--- src/sv/ipt_pkg.sv ---
// Package with the shared types, port keys, register indexes and timing tables.
`default_nettype none
package ipt_pkg;

  typedef logic [3:0] speed_t;

  // Speeds of all four drives as one snapshot, drive 0 in the lowest bits.
  typedef struct packed {
    speed_t [3:0] spd;
  } speed_set_t;

  // One port write as it leaves the block.
  typedef struct packed {
    logic       last;
    logic       to_data;
    logic [7:0] val;
  } port_wr_t;

  localparam logic [7:0] KeyUnlock = 8'h5A;
  localparam logic [7:0] KeyLock   = 8'hA5;
  localparam logic [7:0] RegNibHi  = 8'hD7;
  localparam logic [7:0] RegNibLo  = 8'hD6;
  localparam logic [7:0] RegPacked = 8'hDC;
  localparam logic [7:0] RegByteA  = 8'hD0;
  localparam logic [7:0] RegByteB  = 8'hD8;

  localparam logic [7:0] PioAuto  = 8'd255;
  localparam logic [7:0] PioMax   = 8'd4;
  localparam speed_t     SpeedMax = 4'd11;
  localparam speed_t     SpeedRst = 4'd1;

  localparam int unsigned NumWrites = 24;
  localparam int unsigned StepW     = $clog2(NumWrites);

  function automatic speed_t mode_to_speed(input logic [2:0] mode);
    speed_t r;
    case (mode)
      3'd0:    r = 4'd0;
      3'd1:    r = 4'd3;
      3'd2:    r = 4'd6;
      3'd3:    r = 4'd10;
      default: r = 4'd11;
    endcase
    return r;
  endfunction

  // Speeds above eleven read as eleven in all three timing tables.
  function automatic logic [3:0] nib_of(input speed_t s);
    logic [3:0] r;
    case (s)
      4'd0:                r = 4'hF;
      4'd1:                r = 4'hB;
      4'd2, 4'd3, 4'd4:    r = 4'h2;
      default:             r = 4'h1;
    endcase
    return r;
  endfunction

  function automatic logic [1:0] two_of(input speed_t s);
    logic [1:0] r;
    case (s)
      4'd0:                      r = 2'h3;
      4'd1, 4'd2, 4'd3, 4'd4,
      4'd5:                      r = 2'h2;
      default:                   r = 2'h1;
    endcase
    return r;
  endfunction

  function automatic logic [7:0] byte_of(input speed_t s);
    logic [7:0] r;
    case (s)
      4'd0:    r = 8'hFF;
      4'd1:    r = 8'hCB;
      4'd2:    r = 8'hC0;
      4'd3:    r = 8'h58;
      4'd4:    r = 8'h36;
      4'd5:    r = 8'h33;
      4'd6:    r = 8'h23;
      4'd7:    r = 8'h22;
      4'd8:    r = 8'h21;
      4'd9:    r = 8'h11;
      4'd10:   r = 8'h10;
      default: r = 8'h00;
    endcase
    return r;
  endfunction

endpackage
`default_nettype wire

--- src/sv/ide_pio_timing_programmer_core.sv ---
// Top level of the IDE PIO timing programmer: request input and port-write stream.
`default_nettype none
// Each request (tune one drive, or reprogram the current speeds) produces a
// fixed run of 24 index/data port writes, one per cycle while the output is
// not stalled, ending with the lock key marked by tlast. The first write
// passes through the input register, the sequencer's snapshot and step
// registers and the output register. One further request
// is taken and held in the input register while a run is still streaming.
// Drive speeds reset to index 1 and are updated in request order.
module ide_pio_timing_programmer_core (
  input  wire logic        clk_i,
  input  wire logic        rst_ni,
  input  wire logic        s_axis_tvalid,
  output logic             s_axis_tready,
  // [1:0] drive, [9:2] requested_pio, [17:10] ident_pio, [18] eide_valid,
  // [20:19] eide_modes, [23:21] zero
  input  wire logic [23:0] s_axis_tdata,
  // [0] func
  input  wire logic        s_axis_tuser,
  output logic             m_axis_tvalid,
  input  wire logic        m_axis_tready,
  // [7:0] byte_value
  output logic [7:0]       m_axis_tdata,
  // [0] to_data_port
  output logic             m_axis_tuser,
  output logic             m_axis_tlast
);

  logic                snap_valid;
  logic                snap_ready;
  ipt_pkg::speed_set_t snap;
  ipt_pkg::port_wr_t   wr;

  ipt_tune u_tune (
    .clk_i           (clk_i),
    .rst_ni          (rst_ni),
    .req_valid_i     (s_axis_tvalid),
    .req_ready_o     (s_axis_tready),
    .func_i          (s_axis_tuser),
    .drive_i         (s_axis_tdata[1:0]),
    .requested_pio_i (s_axis_tdata[9:2]),
    .ident_pio_i     (s_axis_tdata[17:10]),
    .eide_valid_i    (s_axis_tdata[18]),
    .eide_modes_i    (s_axis_tdata[20:19]),
    .snap_valid_o    (snap_valid),
    .snap_ready_i    (snap_ready),
    .snap_o          (snap)
  );

  ipt_seq u_seq (
    .clk_i        (clk_i),
    .rst_ni       (rst_ni),
    .snap_valid_i (snap_valid),
    .snap_ready_o (snap_ready),
    .snap_i       (snap),
    .out_valid_o  (m_axis_tvalid),
    .out_ready_i  (m_axis_tready),
    .out_o        (wr)
  );

  assign m_axis_tdata = wr.val;
  assign m_axis_tuser = wr.to_data;
  assign m_axis_tlast = wr.last;

endmodule
`default_nettype wire

--- src/sv/ipt_tune.sv ---
// Input register, PIO mode selection and the per-drive speed registers.
`default_nettype none
module ipt_tune (
  input  wire logic               clk_i,
  input  wire logic               rst_ni,
  input  wire logic               req_valid_i,
  output logic                    req_ready_o,
  input  wire logic               func_i,
  input  wire logic [1:0]         drive_i,
  input  wire logic [7:0]         requested_pio_i,
  input  wire logic [7:0]         ident_pio_i,
  input  wire logic               eide_valid_i,
  input  wire logic [1:0]         eide_modes_i,
  output logic                    snap_valid_o,
  input  wire logic               snap_ready_i,
  output ipt_pkg::speed_set_t     snap_o
);

  logic       in_valid_q, in_valid_d;
  logic       func_q;
  logic [1:0] drive_q;
  logic [7:0] req_pio_q;
  logic [7:0] ident_pio_q;
  logic       eide_valid_q;
  logic [1:0] eide_modes_q;

  ipt_pkg::speed_set_t speed_q, speed_d;
  logic                fire;
  logic                take;
  logic [7:0]          mode;

  assign fire        = in_valid_q && snap_ready_i;
  assign req_ready_o = !in_valid_q || fire;
  assign take        = req_valid_i && req_ready_o;
  assign in_valid_d  = take ? 1'b1 : (fire ? 1'b0 : in_valid_q);

  always_ff @(posedge clk_i or negedge rst_ni) begin
    if (!rst_ni) begin
      in_valid_q <= 1'b0;
    end else begin
      in_valid_q <= in_valid_d;
    end
  end

  always_ff @(posedge clk_i) begin
    if (take) begin
      func_q       <= func_i;
      drive_q      <= drive_i;
      req_pio_q    <= requested_pio_i;
      ident_pio_q  <= ident_pio_i;
      eide_valid_q <= eide_valid_i;
      eide_modes_q <= eide_modes_i;
    end
  end

  // Auto-select takes the identify value, replaced by 3 or 4 by valid extended mode bits; clamped to PioMax.
  always_comb begin
    mode = req_pio_q;
    if (req_pio_q == ipt_pkg::PioAuto) begin
      mode = ident_pio_q;
      if (eide_valid_q) begin
        if (eide_modes_q[0]) mode = 8'd3;
        if (eide_modes_q[1]) mode = 8'd4;
      end
    end
    if (mode > ipt_pkg::PioMax) mode = ipt_pkg::PioMax;
  end

  always_comb begin
    speed_d = speed_q;
    if (!func_q) begin
      speed_d.spd[drive_q] = ipt_pkg::mode_to_speed(mode[2:0]);
    end
  end

  always_ff @(posedge clk_i or negedge rst_ni) begin
    if (!rst_ni) begin
      speed_q <= {4{ipt_pkg::SpeedRst}};
    end else if (fire) begin
      speed_q <= speed_d;
    end
  end

  assign snap_valid_o = in_valid_q;
  assign snap_o       = speed_d;

  a_speed_range: assert property (@(posedge clk_i) disable iff (!rst_ni)
    speed_q.spd[0] <= ipt_pkg::SpeedMax && speed_q.spd[1] <= ipt_pkg::SpeedMax &&
    speed_q.spd[2] <= ipt_pkg::SpeedMax && speed_q.spd[3] <= ipt_pkg::SpeedMax)
    else $error("drive speed out of range");

  a_speed_hold: assert property (@(posedge clk_i) disable iff (!rst_ni)
    !fire |=> $stable(speed_q))
    else $error("drive speeds changed without a request");

endmodule
`default_nettype wire

--- src/sv/ipt_seq.sv ---
// Write sequencer: steps through the 24 port writes from a speed snapshot.
`default_nettype none
module ipt_seq (
  input  wire logic                 clk_i,
  input  wire logic                 rst_ni,
  input  wire logic                 snap_valid_i,
  output logic                      snap_ready_o,
  input  wire ipt_pkg::speed_set_t  snap_i,
  output logic                      out_valid_o,
  input  wire logic                 out_ready_i,
  output ipt_pkg::port_wr_t         out_o
);

  localparam logic [ipt_pkg::StepW-1:0] LastStep = ipt_pkg::StepW'(ipt_pkg::NumWrites - 1);
  localparam logic [ipt_pkg::StepW-1:0] FirstByte = ipt_pkg::StepW'(7);

  logic                      busy_q, busy_d;
  logic [ipt_pkg::StepW-1:0] step_q, step_d;
  ipt_pkg::speed_set_t       snap_q;
  logic                      out_valid_q, out_valid_d;
  ipt_pkg::port_wr_t         out_q, wr;
  logic                      out_load;
  logic                      snap_load;
  logic [ipt_pkg::StepW-1:0] off;
  logic [1:0]                drv;

  assign out_load     = busy_q && (!out_valid_q || out_ready_i);
  assign snap_ready_o = !busy_q || (out_load && step_q == LastStep);
  assign snap_load    = snap_valid_i && snap_ready_o;

  // Steps seven to 22 are four per drive: index A, data, index B, data.
  assign off = step_q - FirstByte;
  assign drv = off[3:2];

  always_comb begin
    wr = '0;
    case (step_q)
      5'd0: wr.val = ipt_pkg::KeyUnlock;
      5'd1: wr.val = ipt_pkg::RegNibHi;
      5'd2: begin
        wr.to_data = 1'b1;
        wr.val     = {ipt_pkg::nib_of(snap_q.spd[3]), ipt_pkg::nib_of(snap_q.spd[2])};
      end
      5'd3: wr.val = ipt_pkg::RegNibLo;
      5'd4: begin
        wr.to_data = 1'b1;
        wr.val     = {ipt_pkg::nib_of(snap_q.spd[1]), ipt_pkg::nib_of(snap_q.spd[0])};
      end
      5'd5: wr.val = ipt_pkg::RegPacked;
      5'd6: begin
        wr.to_data = 1'b1;
        wr.val     = {ipt_pkg::two_of(snap_q.spd[3]), ipt_pkg::two_of(snap_q.spd[2]),
                      ipt_pkg::two_of(snap_q.spd[1]), ipt_pkg::two_of(snap_q.spd[0])};
      end
      LastStep: begin
        wr.last = 1'b1;
        wr.val  = ipt_pkg::KeyLock;
      end
      default: begin
        if (off[0]) begin
          wr.to_data = 1'b1;
          wr.val     = ipt_pkg::byte_of(snap_q.spd[drv]);
        end else begin
          wr.val = (off[1] ? ipt_pkg::RegByteB : ipt_pkg::RegByteA) + {6'd0, drv};
        end
      end
    endcase
  end

  always_comb begin
    busy_d      = busy_q;
    step_d      = step_q;
    out_valid_d = out_valid_q;
    if (out_ready_i) out_valid_d = 1'b0;
    if (out_load) begin
      out_valid_d = 1'b1;
      if (step_q == LastStep) begin
        busy_d = 1'b0;
      end else begin
        step_d = step_q + 1'b1;
      end
    end
    if (snap_load) begin
      busy_d = 1'b1;
      step_d = '0;
    end
  end

  always_ff @(posedge clk_i or negedge rst_ni) begin
    if (!rst_ni) begin
      busy_q      <= 1'b0;
      step_q      <= '0;
      out_valid_q <= 1'b0;
    end else begin
      busy_q      <= busy_d;
      step_q      <= step_d;
      out_valid_q <= out_valid_d;
    end
  end

  always_ff @(posedge clk_i) begin
    if (snap_load) snap_q <= snap_i;
    if (out_load)  out_q  <= wr;
  end

  assign out_valid_o = out_valid_q;
  assign out_o       = out_q;

  a_step_range: assert property (@(posedge clk_i) disable iff (!rst_ni)
    busy_q |-> step_q <= LastStep)
    else $error("sequencer step past the last write");

  a_last_is_lock: assert property (@(posedge clk_i) disable iff (!rst_ni)
    out_valid_q && out_q.last |-> !out_q.to_data && out_q.val == ipt_pkg::KeyLock)
    else $error("last write is not the lock key");

  a_first_after_load: assert property (@(posedge clk_i) disable iff (!rst_ni)
    snap_load |=> busy_q && step_q == '0)
    else $error("sequence did not restart at the unlock key");

endmodule
`default_nettype wire
--- config.mk ---
export PLATFORM = sky130hd
export DESIGN_NAME = ide_pio_timing_programmer_core
export DESIGN_NICKNAME = d
export VERILOG_FILES = /design/src/sv/ipt_pkg.sv /design/src/sv/ide_pio_timing_programmer_core.sv /design/src/sv/ipt_tune.sv /design/src/sv/ipt_seq.sv
export SDC_FILE = /design/constraint.sdc
export NUM_CORES = 1
export LEC_CHECK = 0
export BUFFER_PORTS_ARGS = -buffer_cell sky130_fd_sc_hd__buf_4
export CORE_MARGIN = 2
export CORE_UTILIZATION = 40
export CTS_CLUSTER_SIZE = 8
export DETAILED_ROUTE_END_ITERATION = 8
export SETUP_SLACK_MARGIN = 0.3
export SLEW_MARGIN = 20
export SYNTH_ARGS = -nofsm -noshare
export SYNTH_HDL_FRONTEND = slang
export SYNTH_HIERARCHICAL = 1
export SYNTH_SLANG_ARGS = --single-unit
--- constraint.sdc ---
create_clock -name clk_i -period 6.85 [get_ports clk_i]
set_input_delay 1.37 -clock clk_i [delete_from_list [all_inputs] [get_ports clk_i]]
set_output_delay 1.37 -clock clk_i [all_outputs]
set_load 0.02 [all_outputs]
==> metrics.log, run 1 <==
[metrics] Min-Delay Startpoint: u_tune/speed_q[6]$_DFFE_PN0P_
[metrics] Diodes inserted: 0
[metrics] DR vias: 2,643
[metrics] sequential cell fraction of total power: 38.6%
[metrics] R2R setup slack: around 3500 ps
[metrics] final-report setup violation count: 0
[metrics] Synthesis Warnings: 6
[metrics] number of top-level pins: around 40
[metrics] worst endpoint required time: 5480 ps
[metrics] start-to-end type of the worst setup path: reg -> out
[metrics] number of enable flip-flop cells after synthesis: 48
[metrics] most frequently used flop master after synthesis: sky130_fd_sc_hd__edfxtp_1
[metrics] proportion of layout cells with a drive suffix above 1: between 20% and 30%
[metrics] switching share of power: 34.7%
[metrics] R2R depth: 8
[metrics] startpoint types: flip-flop
[metrics] gr ovfl total: 0
[metrics] measured slew at the worst slew-check pin: 912 ps
[metrics] multi-input gate area in the final layout: ~1500 µm²
[metrics] TritonCTS buffer count: 9
[metrics] Hold-fix buffers, CTS: 0
[metrics] register bit total from synthesis: 72
[metrics] Max Buffers Root-to-Sink: 2
[metrics] mean cell area of the mapped netlist: approximately 11 µm²
[metrics] Hold Path Sink: u_tune/speed_q[6]$_DFFE_PN0P_
[metrics] first-pass detailed-route iteration total: 4
[metrics] Max-cap violations: 0
[metrics] combinational share of power: 36.7%
[metrics] Final Max Slew Viols: 0
[metrics] sequential standard cell area: 2050 µm²
[metrics] clk_skew: 15.2 ps
[metrics] period utilization: between 50% and 60%
[metrics] internal portion of total power: roughly 1100 µW
[metrics] Max H-tree Level: 3
[metrics] Final Power: 1690 µW
[metrics] area of the die: 9980 µm²
[metrics] total global-route track usage: between 15 and 20%
[metrics] worst hold path depth: 2
[metrics] detailed-route vias per instance: 5.47
[metrics] maximum number of pins on one net before global-route repair: 25
[metrics] Area growth syn-to-layout: 16.5%
[metrics] fmax: 0.245 GHz
[metrics] highest-count cells in the layout ignoring fill and taps: sky130_fd_sc_hd__nor2_1, sky130_fd_sc_hd__edfxtp_1, sky130_fd_sc_hd__a21oi_1
[metrics] static power due to leakage: 0.00160 µW
[metrics] detailed-placement wirelength estimate: between 5000 and 6000 µm
[metrics] worst-path maximum fanout: 16
[metrics] clock insertion delay at the later pin of the skew report: approximately 350 ps
[metrics] Peak VDD IR: between 0.1 and 0.15 mV
[metrics] unrepaired setup endpoints after global routing: false
[metrics] final weighted congestion in routability-driven placement: 0.829
[metrics] Net Count, Synth: 370
[metrics] Std-Cell Rows: 34
[metrics] Critical Path Sink Type: primary output
[metrics] post-route worst hold slack: 481 ps
[metrics] remaining antenna violation count after routing: 0
[metrics] wire length of the first global-routing pass: 12,100 µm
[metrics] max-slew headroom at the worst pin: 39.2%
[metrics] number of sinks driven by the clock tree: just over 70
[metrics] Die Span X: roughly 100 µm
[metrics] pwr/cell area: 394 nW/µm²
[metrics] TritonCTS clock tree: done
[metrics] via count of the first global-routing pass: 2,507
[metrics] Post-Synthesis Cell Area: 3680 µm²
[metrics] sequential share of the synthesized area: 55.6%
[metrics] clock network fraction of design power: around 25%
[metrics] nets: 406
[metrics] register clock-pin slew on the reported worst setup and hold paths: 80 ps
[metrics] wire length after detailed routing: 7250 µm
[metrics] Fin Setup TNS: 0 ps
[metrics] worst flop-to-flop path startpoint: u_seq/step_q[0]$_DFFE_PN0P_
[metrics] Port-buffer cells: 37
[metrics] run status: finished, final reports clean
[metrics] share of flip-flops with an asynchronous set or reset after synthesis: between 30% and 40%
[metrics] quantity of gates resized following cts: 0
[metrics] effective utilization at floorplan: 41.8%
[metrics] Starting DRT DRC Count: about 150
[metrics] root buffer cell: sky130_fd_sc_hd__clkbuf_8
[metrics] number of design rule violations left after detail routing: 0
[metrics] Period minus WS final: 4090 ps
[metrics] Routed WL per cell: 15.0 µm
[metrics] die height: 99.9 µm
[metrics] terminus of the critical flop-to-flop path: u_seq/out_o[4]$_DFFE_PP_
[metrics] critical path arrival: 2720 ps
[metrics] number of hold violations in the final report: 0
[metrics] area of the placeable core: 8810 µm²
[metrics] switching pwr: 585 µW
[metrics] postcts setup bufs: 0
[metrics] count of different cell masters after synthesis: 61
[metrics] post-synthesis instance total: roughly 330
[metrics] initial antenna violation count: 0
[metrics] most frequent standard cell in the layout excluding fill and tap cells: sky130_fd_sc_hd__nor2_1
[metrics] path class of the lowest-slack min-delay path: reg -> reg
[metrics] fillcell total: 809
-- per-stage QoR --
step                instances  util [%]  worst slack (ps)  instance area, µm²
floorplan                 334         -              3500                3680
global placement          467      45.8              3120                4030
detailed placement        467      45.8              3130                4030
CTS                       483      48.6              2730                4280
global route              483      48.7              2510                4280
finish                    483      48.7              2760                4280
-- worst max-delay path, stage by stage (launching register included) --
cell and delay, ps:
sky130_fd_sc_hd__dfrtp_1 690, sky130_fd_sc_hd__ha_1 500, sky130_fd_sc_hd__nand3_1 190, sky130_fd_sc_hd__nor2_1 330, sky130_fd_sc_hd__nand2_1 90, sky130_fd_sc_hd__nand2_1 230, sky130_fd_sc_hd__nand2b_1 180, sky130_fd_sc_hd__buf_4 150
-- sequential cells by signal, summed over array words and instances, names as in the netlist --
register / flops
u_seq/out_valid_o: 1
u_tune/snap_valid_o: 1
u_tune/ident_pio_q: 8
u_tune/eide_valid_q: 1
u_seq/out_o: 10
u_seq/busy_q: 1
u_tune/func_q: 1
u_seq/snap_q: 16
u_tune/eide_modes_q: 2
u_tune/speed_q: 16
u_seq/step_q: 5
u_tune/req_pio_q: 8
u_tune/drive_q: 2
-- synth_stat cells, types with 2 or more instances --
cell / number / share of area [%]
sky130_fd_sc_hd__ha_1: 7 / 2.4
sky130_fd_sc_hd__inv_1: 9 / 0.92
sky130_fd_sc_hd__xnor2_1: 2 / 0.48
sky130_fd_sc_hd__nand4_1: 3 / 0.51
sky130_fd_sc_hd__nor3_1: 6 / 0.82
sky130_fd_sc_hd__o21ai_0: 10 / 1.4
sky130_fd_sc_hd__nor2_1: 50 / 5.1
sky130_fd_sc_hd__and2_1: 5 / 0.85
sky130_fd_sc_hd__o21ai_2: 9 / 2.1
sky130_fd_sc_hd__o31a_1: 2 / 0.48
sky130_fd_sc_hd__nor3b_1: 2 / 0.41
sky130_fd_sc_hd__or4_1: 3 / 0.61
sky130_fd_sc_hd__a221oi_1: 2 / 0.48
sky130_fd_sc_hd__a311oi_1: 2 / 0.48
sky130_fd_sc_hd__mux4_1: 2 / 1.4
sky130_fd_sc_hd__a211oi_1: 6 / 1.2
sky130_fd_sc_hd__o22ai_1: 2 / 0.34
sky130_fd_sc_hd__dfstp_2: 4 / 2.9
sky130_fd_sc_hd__mux4_2: 2 / 1.2
sky130_fd_sc_hd__nand2b_1: 8 / 1.4
sky130_fd_sc_hd__edfxtp_1: 48 / 39
sky130_fd_sc_hd__clkbuf_1: 9 / 0.92
sky130_fd_sc_hd__o21bai_1: 2 / 0.41
sky130_fd_sc_hd__o31ai_1: 4 / 0.82
sky130_fd_sc_hd__a21oi_1: 43 / 5.9
sky130_fd_sc_hd__nand3_1: 8 / 1.1
sky130_fd_sc_hd__o21a_1: 3 / 0.61
sky130_fd_sc_hd__a21o_1: 3 / 0.61
sky130_fd_sc_hd__nand2_1: 22 / 2.2
sky130_fd_sc_hd__or3_1: 3 / 0.51
sky130_fd_sc_hd__nor2b_1: 3 / 0.51
sky130_fd_sc_hd__buf_6: 2 / 0.61
sky130_fd_sc_hd__dfrtp_1: 20 / 14
-- cells by family after synthesis --
| logic type | count (synthesis) | synth area share [%] |
|---|---|---|
| mux | 6 | 3.23 |
| flops | 72 | 55.6 |
| fa+ha+maj | 7 | 2.38 |
| compound gates | 100 | 17.7 |
| xor+xnor | 5 | 1.91 |
| buf+inv | 22 | 2.79 |
| simple gates | 122 | 16.4 |
-- area by class of cell --
class | count | share of cell area (%)
multi-input combinational | 240 | 35.8
timing repair buffer | 38 | 6.66
clock buffer | 9 | 2.89
inverter | 9 | 0.789
sequential | 72 | 47.8
tap | 108 | 3.15
clock inverter | 7 | 2.92
-- worst max path at each step --
stage / to / slack (ps) / from / cells after the start
after global placement: s_axis_tready / 3120 / u_seq/step_q[0]$_DFFE_PN0P_ / 7
after CTS: s_axis_tready / 2730 / u_seq/step_q[0]$_DFFE_PN0P_ / 7
final: s_axis_tready / 2760 / u_seq/step_q[0]$_DFFE_PN0P_ / 7
after detailed placement: s_axis_tready / 3130 / u_seq/step_q[0]$_DFFE_PN0P_ / 7
after floorplan: s_axis_tready / 3500 / m_axis_tready / 4
after global routing: s_axis_tready / 2510 / u_seq/step_q[0]$_DFFE_PN0P_ / 7
-- power by group through the flow --
stage / logic, µW / registers, µW / clock network (µW)
floorplan: 479 / 654 / 0
global placement: 608 / 658 / 0
detailed placement: 616 / 660 / 0
CTS: 619 / 651 / 429
global route: 685 / 667 / 449
finish: 619 / 651 / 417
-- per-layer routing --
metal / vias to the layer above / routed length (µm) / track usage (%)
li1: 1317 / - / -
met1: 1229 / 3230 / 19.6
met2: 83 / 3540 / 25.7
met3: 14 / 304 / 3.62
met4: 0 / 164 / 6.22
met5: - / 0 / 0
No activity file was read; power rests on OpenSTA's default activity.
==> run 2, diff against run 1 <==
==> constraint.sdc (replaced) <==
create_clock -name clk_i -period 3.55 [get_ports clk_i]
set_input_delay 0.71 -clock clk_i [delete_from_list [all_inputs] [get_ports clk_i]]
set_output_delay 0.71 -clock clk_i [all_outputs]
set_load 0.02 [all_outputs]
==> metrics.log, run 2 (same netlist as run 1, synthesis figures left out) <==
[metrics] post-layout utilization of the core: about half
[metrics] die height: 99.9 µm
[metrics] cell family with the largest share of critical-path delay: simple AND/OR/NAND/NOR gates
[metrics] DR vias: about 2,600
[metrics] total global-route track usage: about 15%
[metrics] area of the die: 9980 µm²
[metrics] R2R depth: 8
[metrics] worst endpoint required time: 2840 ps
[metrics] period utilization: between 80% and 90%
[metrics] quantity of gates resized following cts: 0
[metrics] number of sinks driven by the clock tree: 72
[metrics] Area growth syn-to-layout: 16.6%
[metrics] clock insertion delay at the later pin of the skew report: 350 ps
[metrics] count of buffering cells on the critical path with inverters included: 1
[metrics] biggest cell delay along the critical path: approximately 400 ps
[metrics] Std-Cell Rows: 34
[metrics] fmax: about 0.34 GHz
[metrics] Fin Setup TNS: 0 ps
[metrics] maximum number of pins on one net before global-route repair: 25
[metrics] post-route worst hold slack: 252 ps
[metrics] startpoint types: flip-flop
[metrics] critical path arrival: 2270 ps
[metrics] filler-free cell count of the finished design: 487
[metrics] Hold-fix buffers, CTS: 0
[metrics] wire length after detailed routing: 7150 µm
[metrics] pwr/cell area: 745 nW/µm²
[metrics] run status: finished, final reports clean
[metrics] CP Cell Sequence: ha_2 -> nand3_1 -> nor2_1 -> nand2_1 -> nand2_1 -> nand2b_1 -> buf_4
[metrics] most frequent standard cell in the layout excluding fill and tap cells: sky130_fd_sc_hd__nor2_1
[metrics] number of hold violations in the final report: 0
[metrics] highest-count cells in the layout ignoring fill and taps: sky130_fd_sc_hd__nor2_1, sky130_fd_sc_hd__edfxtp_1, sky130_fd_sc_hd__a21oi_1
[metrics] startpoint of the worst setup timing path: u_seq/step_q[1]$_DFFE_PN0P_
[metrics] path class of the lowest-slack min-delay path: in -> async
[metrics] final weighted congestion in routability-driven placement: between 0.8 and 0.9
[metrics] cell type of the slowest stage on the worst timing path: sky130_fd_sc_hd__dfrtp_1
[metrics] clk_skew: 6.20 ps
[metrics] Max Buffers Root-to-Sink: 2
[metrics] Critical Path Sink Type: primary output
[metrics] register clock-pin slew on the reported worst setup and hold paths: 80 ps
[metrics] Final Power: 3190 µW
[metrics] remaining antenna violation count after routing: 0
[metrics] Peak VDD IR: 0.246 mV
[metrics] effective utilization at floorplan: a little over two fifths
[metrics] wire length of the first global-routing pass: 11,700 µm
[metrics] path length in cells of the critical path: 7
[metrics] TritonCTS clock tree: done
[metrics] fillcell total: roughly 780
[metrics] Die Span X: 99.9 µm
[metrics] Max H-tree Level: 3
[metrics] postcts setup bufs: 0
[metrics] start-to-end type of the worst setup path: reg -> out
[metrics] R2R setup slack: 610 ps
[metrics] worst flop-to-flop path startpoint: u_seq/step_q[1]$_DFFE_PN0P_
[metrics] final-report setup violation count: 0
[metrics] number of design rule violations left after detail routing: 0
[metrics] Final Max Slew Viols: 0
[metrics] area of the placeable core: approximately 8800 µm²
[metrics] first-pass detailed-route iteration total: 4
[metrics] proportion of layout cells with a drive suffix above 1: 21.9%
[metrics] TritonCTS buffer count: 9
[metrics] Port-buffer cells: 37
[metrics] unrepaired setup endpoints after global routing: false
[metrics] detailed-placement wirelength estimate: 5270 µm
[metrics] initial antenna violation count: 0
[metrics] gr ovfl total: 0
[metrics] measured slew at the worst slew-check pin: 870 ps
[metrics] static power due to leakage: 0.00160 µW
[metrics] number of top-level pins: 41
[metrics] Max-cap violations: 0
[metrics] most frequent cell on the critical path: sky130_fd_sc_hd__nand2_1
[metrics] Period minus WS final: 2980 ps
[metrics] nets: just over 400
[metrics] Starting DRT DRC Count: 111
[metrics] max-slew headroom at the worst pin: just over 40%
[metrics] Diodes inserted: 0
[metrics] root buffer cell: sky130_fd_sc_hd__clkbuf_8
[metrics] Routed WL per cell: 14.7 µm
[metrics] worst setup path endpoint: s_axis_tready
[metrics] via count of the first global-routing pass: 2,519
[metrics] worst-path maximum fanout: 8
[metrics] terminus of the critical flop-to-flop path: u_seq/out_o[4]$_DFFE_PP_
[metrics] detailed-route vias per instance: 5.40
[metrics] count of placed standard cells including taps: 471
run 2: worst min path at each step:
stage / from / end / slack (ps) / cells past startpoint
after floorplan: rst_ni / u_seq/busy_q$_DFFE_PN0P_ / 410 / 0
after global placement: u_tune/speed_q[2]$_DFFE_PN0P_ / u_tune/speed_q[2]$_DFFE_PN0P_ / 460 / 2
after detailed placement: u_tune/speed_q[2]$_DFFE_PN0P_ / u_tune/speed_q[2]$_DFFE_PN0P_ / 470 / 2
after CTS: rst_ni / u_tune/speed_q[5]$_DFFE_PN0P_ / 250 / 1
after global routing: rst_ni / u_tune/speed_q[5]$_DFFE_PN0P_ / 260 / 1
final: rst_ni / u_tune/speed_q[5]$_DFFE_PN0P_ / 250 / 1
run 2: cell type report:
class	count	area, µm²	area share (%)
inverters	9	33.8	0.788
clock buffers	9	124	2.89
well taps	108	135	3.15
repair buffers	42	315	7.35
clock inverters	7	101	2.36
multi-input cells	240	1530	35.7
flip-flops and latches	72	2050	47.8
run 2: worst register-to-register path: stages, from the launching register on:
cell and delay [ps]:
sky130_fd_sc_hd__dfrtp_1 430, sky130_fd_sc_hd__ha_2 270, sky130_fd_sc_hd__xnor2_4 280, sky130_fd_sc_hd__mux4_1 680, sky130_fd_sc_hd__inv_1 120, sky130_fd_sc_hd__ha_1 270, sky130_fd_sc_hd__xnor2_1 150, sky130_fd_sc_hd__a2111oi_1 400
sky130_fd_sc_hd__a21oi_1 90
run 2: report_power, final:
part           switching (µW)  internal, µW
sequential                130          1110
combinational             668           560
clock                     328           403
total                    1130          2070
run 2: through the flow:
step / setup slack, ps / area [µm²]
2_1_floorplan: 710 / 3680
3_3_place_gp: 581 / 4060
3_5_place_dp: 495 / 4060
4_1_cts: 367 / 4290
5_1_grt: 342 / 4290
6_report: 567 / 4290
run 2: routing by layer:
metal	global-route usage (%)	part of all wire [%]	vias to the layer above
met3	3.13	4.3	17
met4	7.80	2.6	0
met5	0	0	-
met1	18.6	45	1209
met2	25.3	48	78
li1	-	-	1326
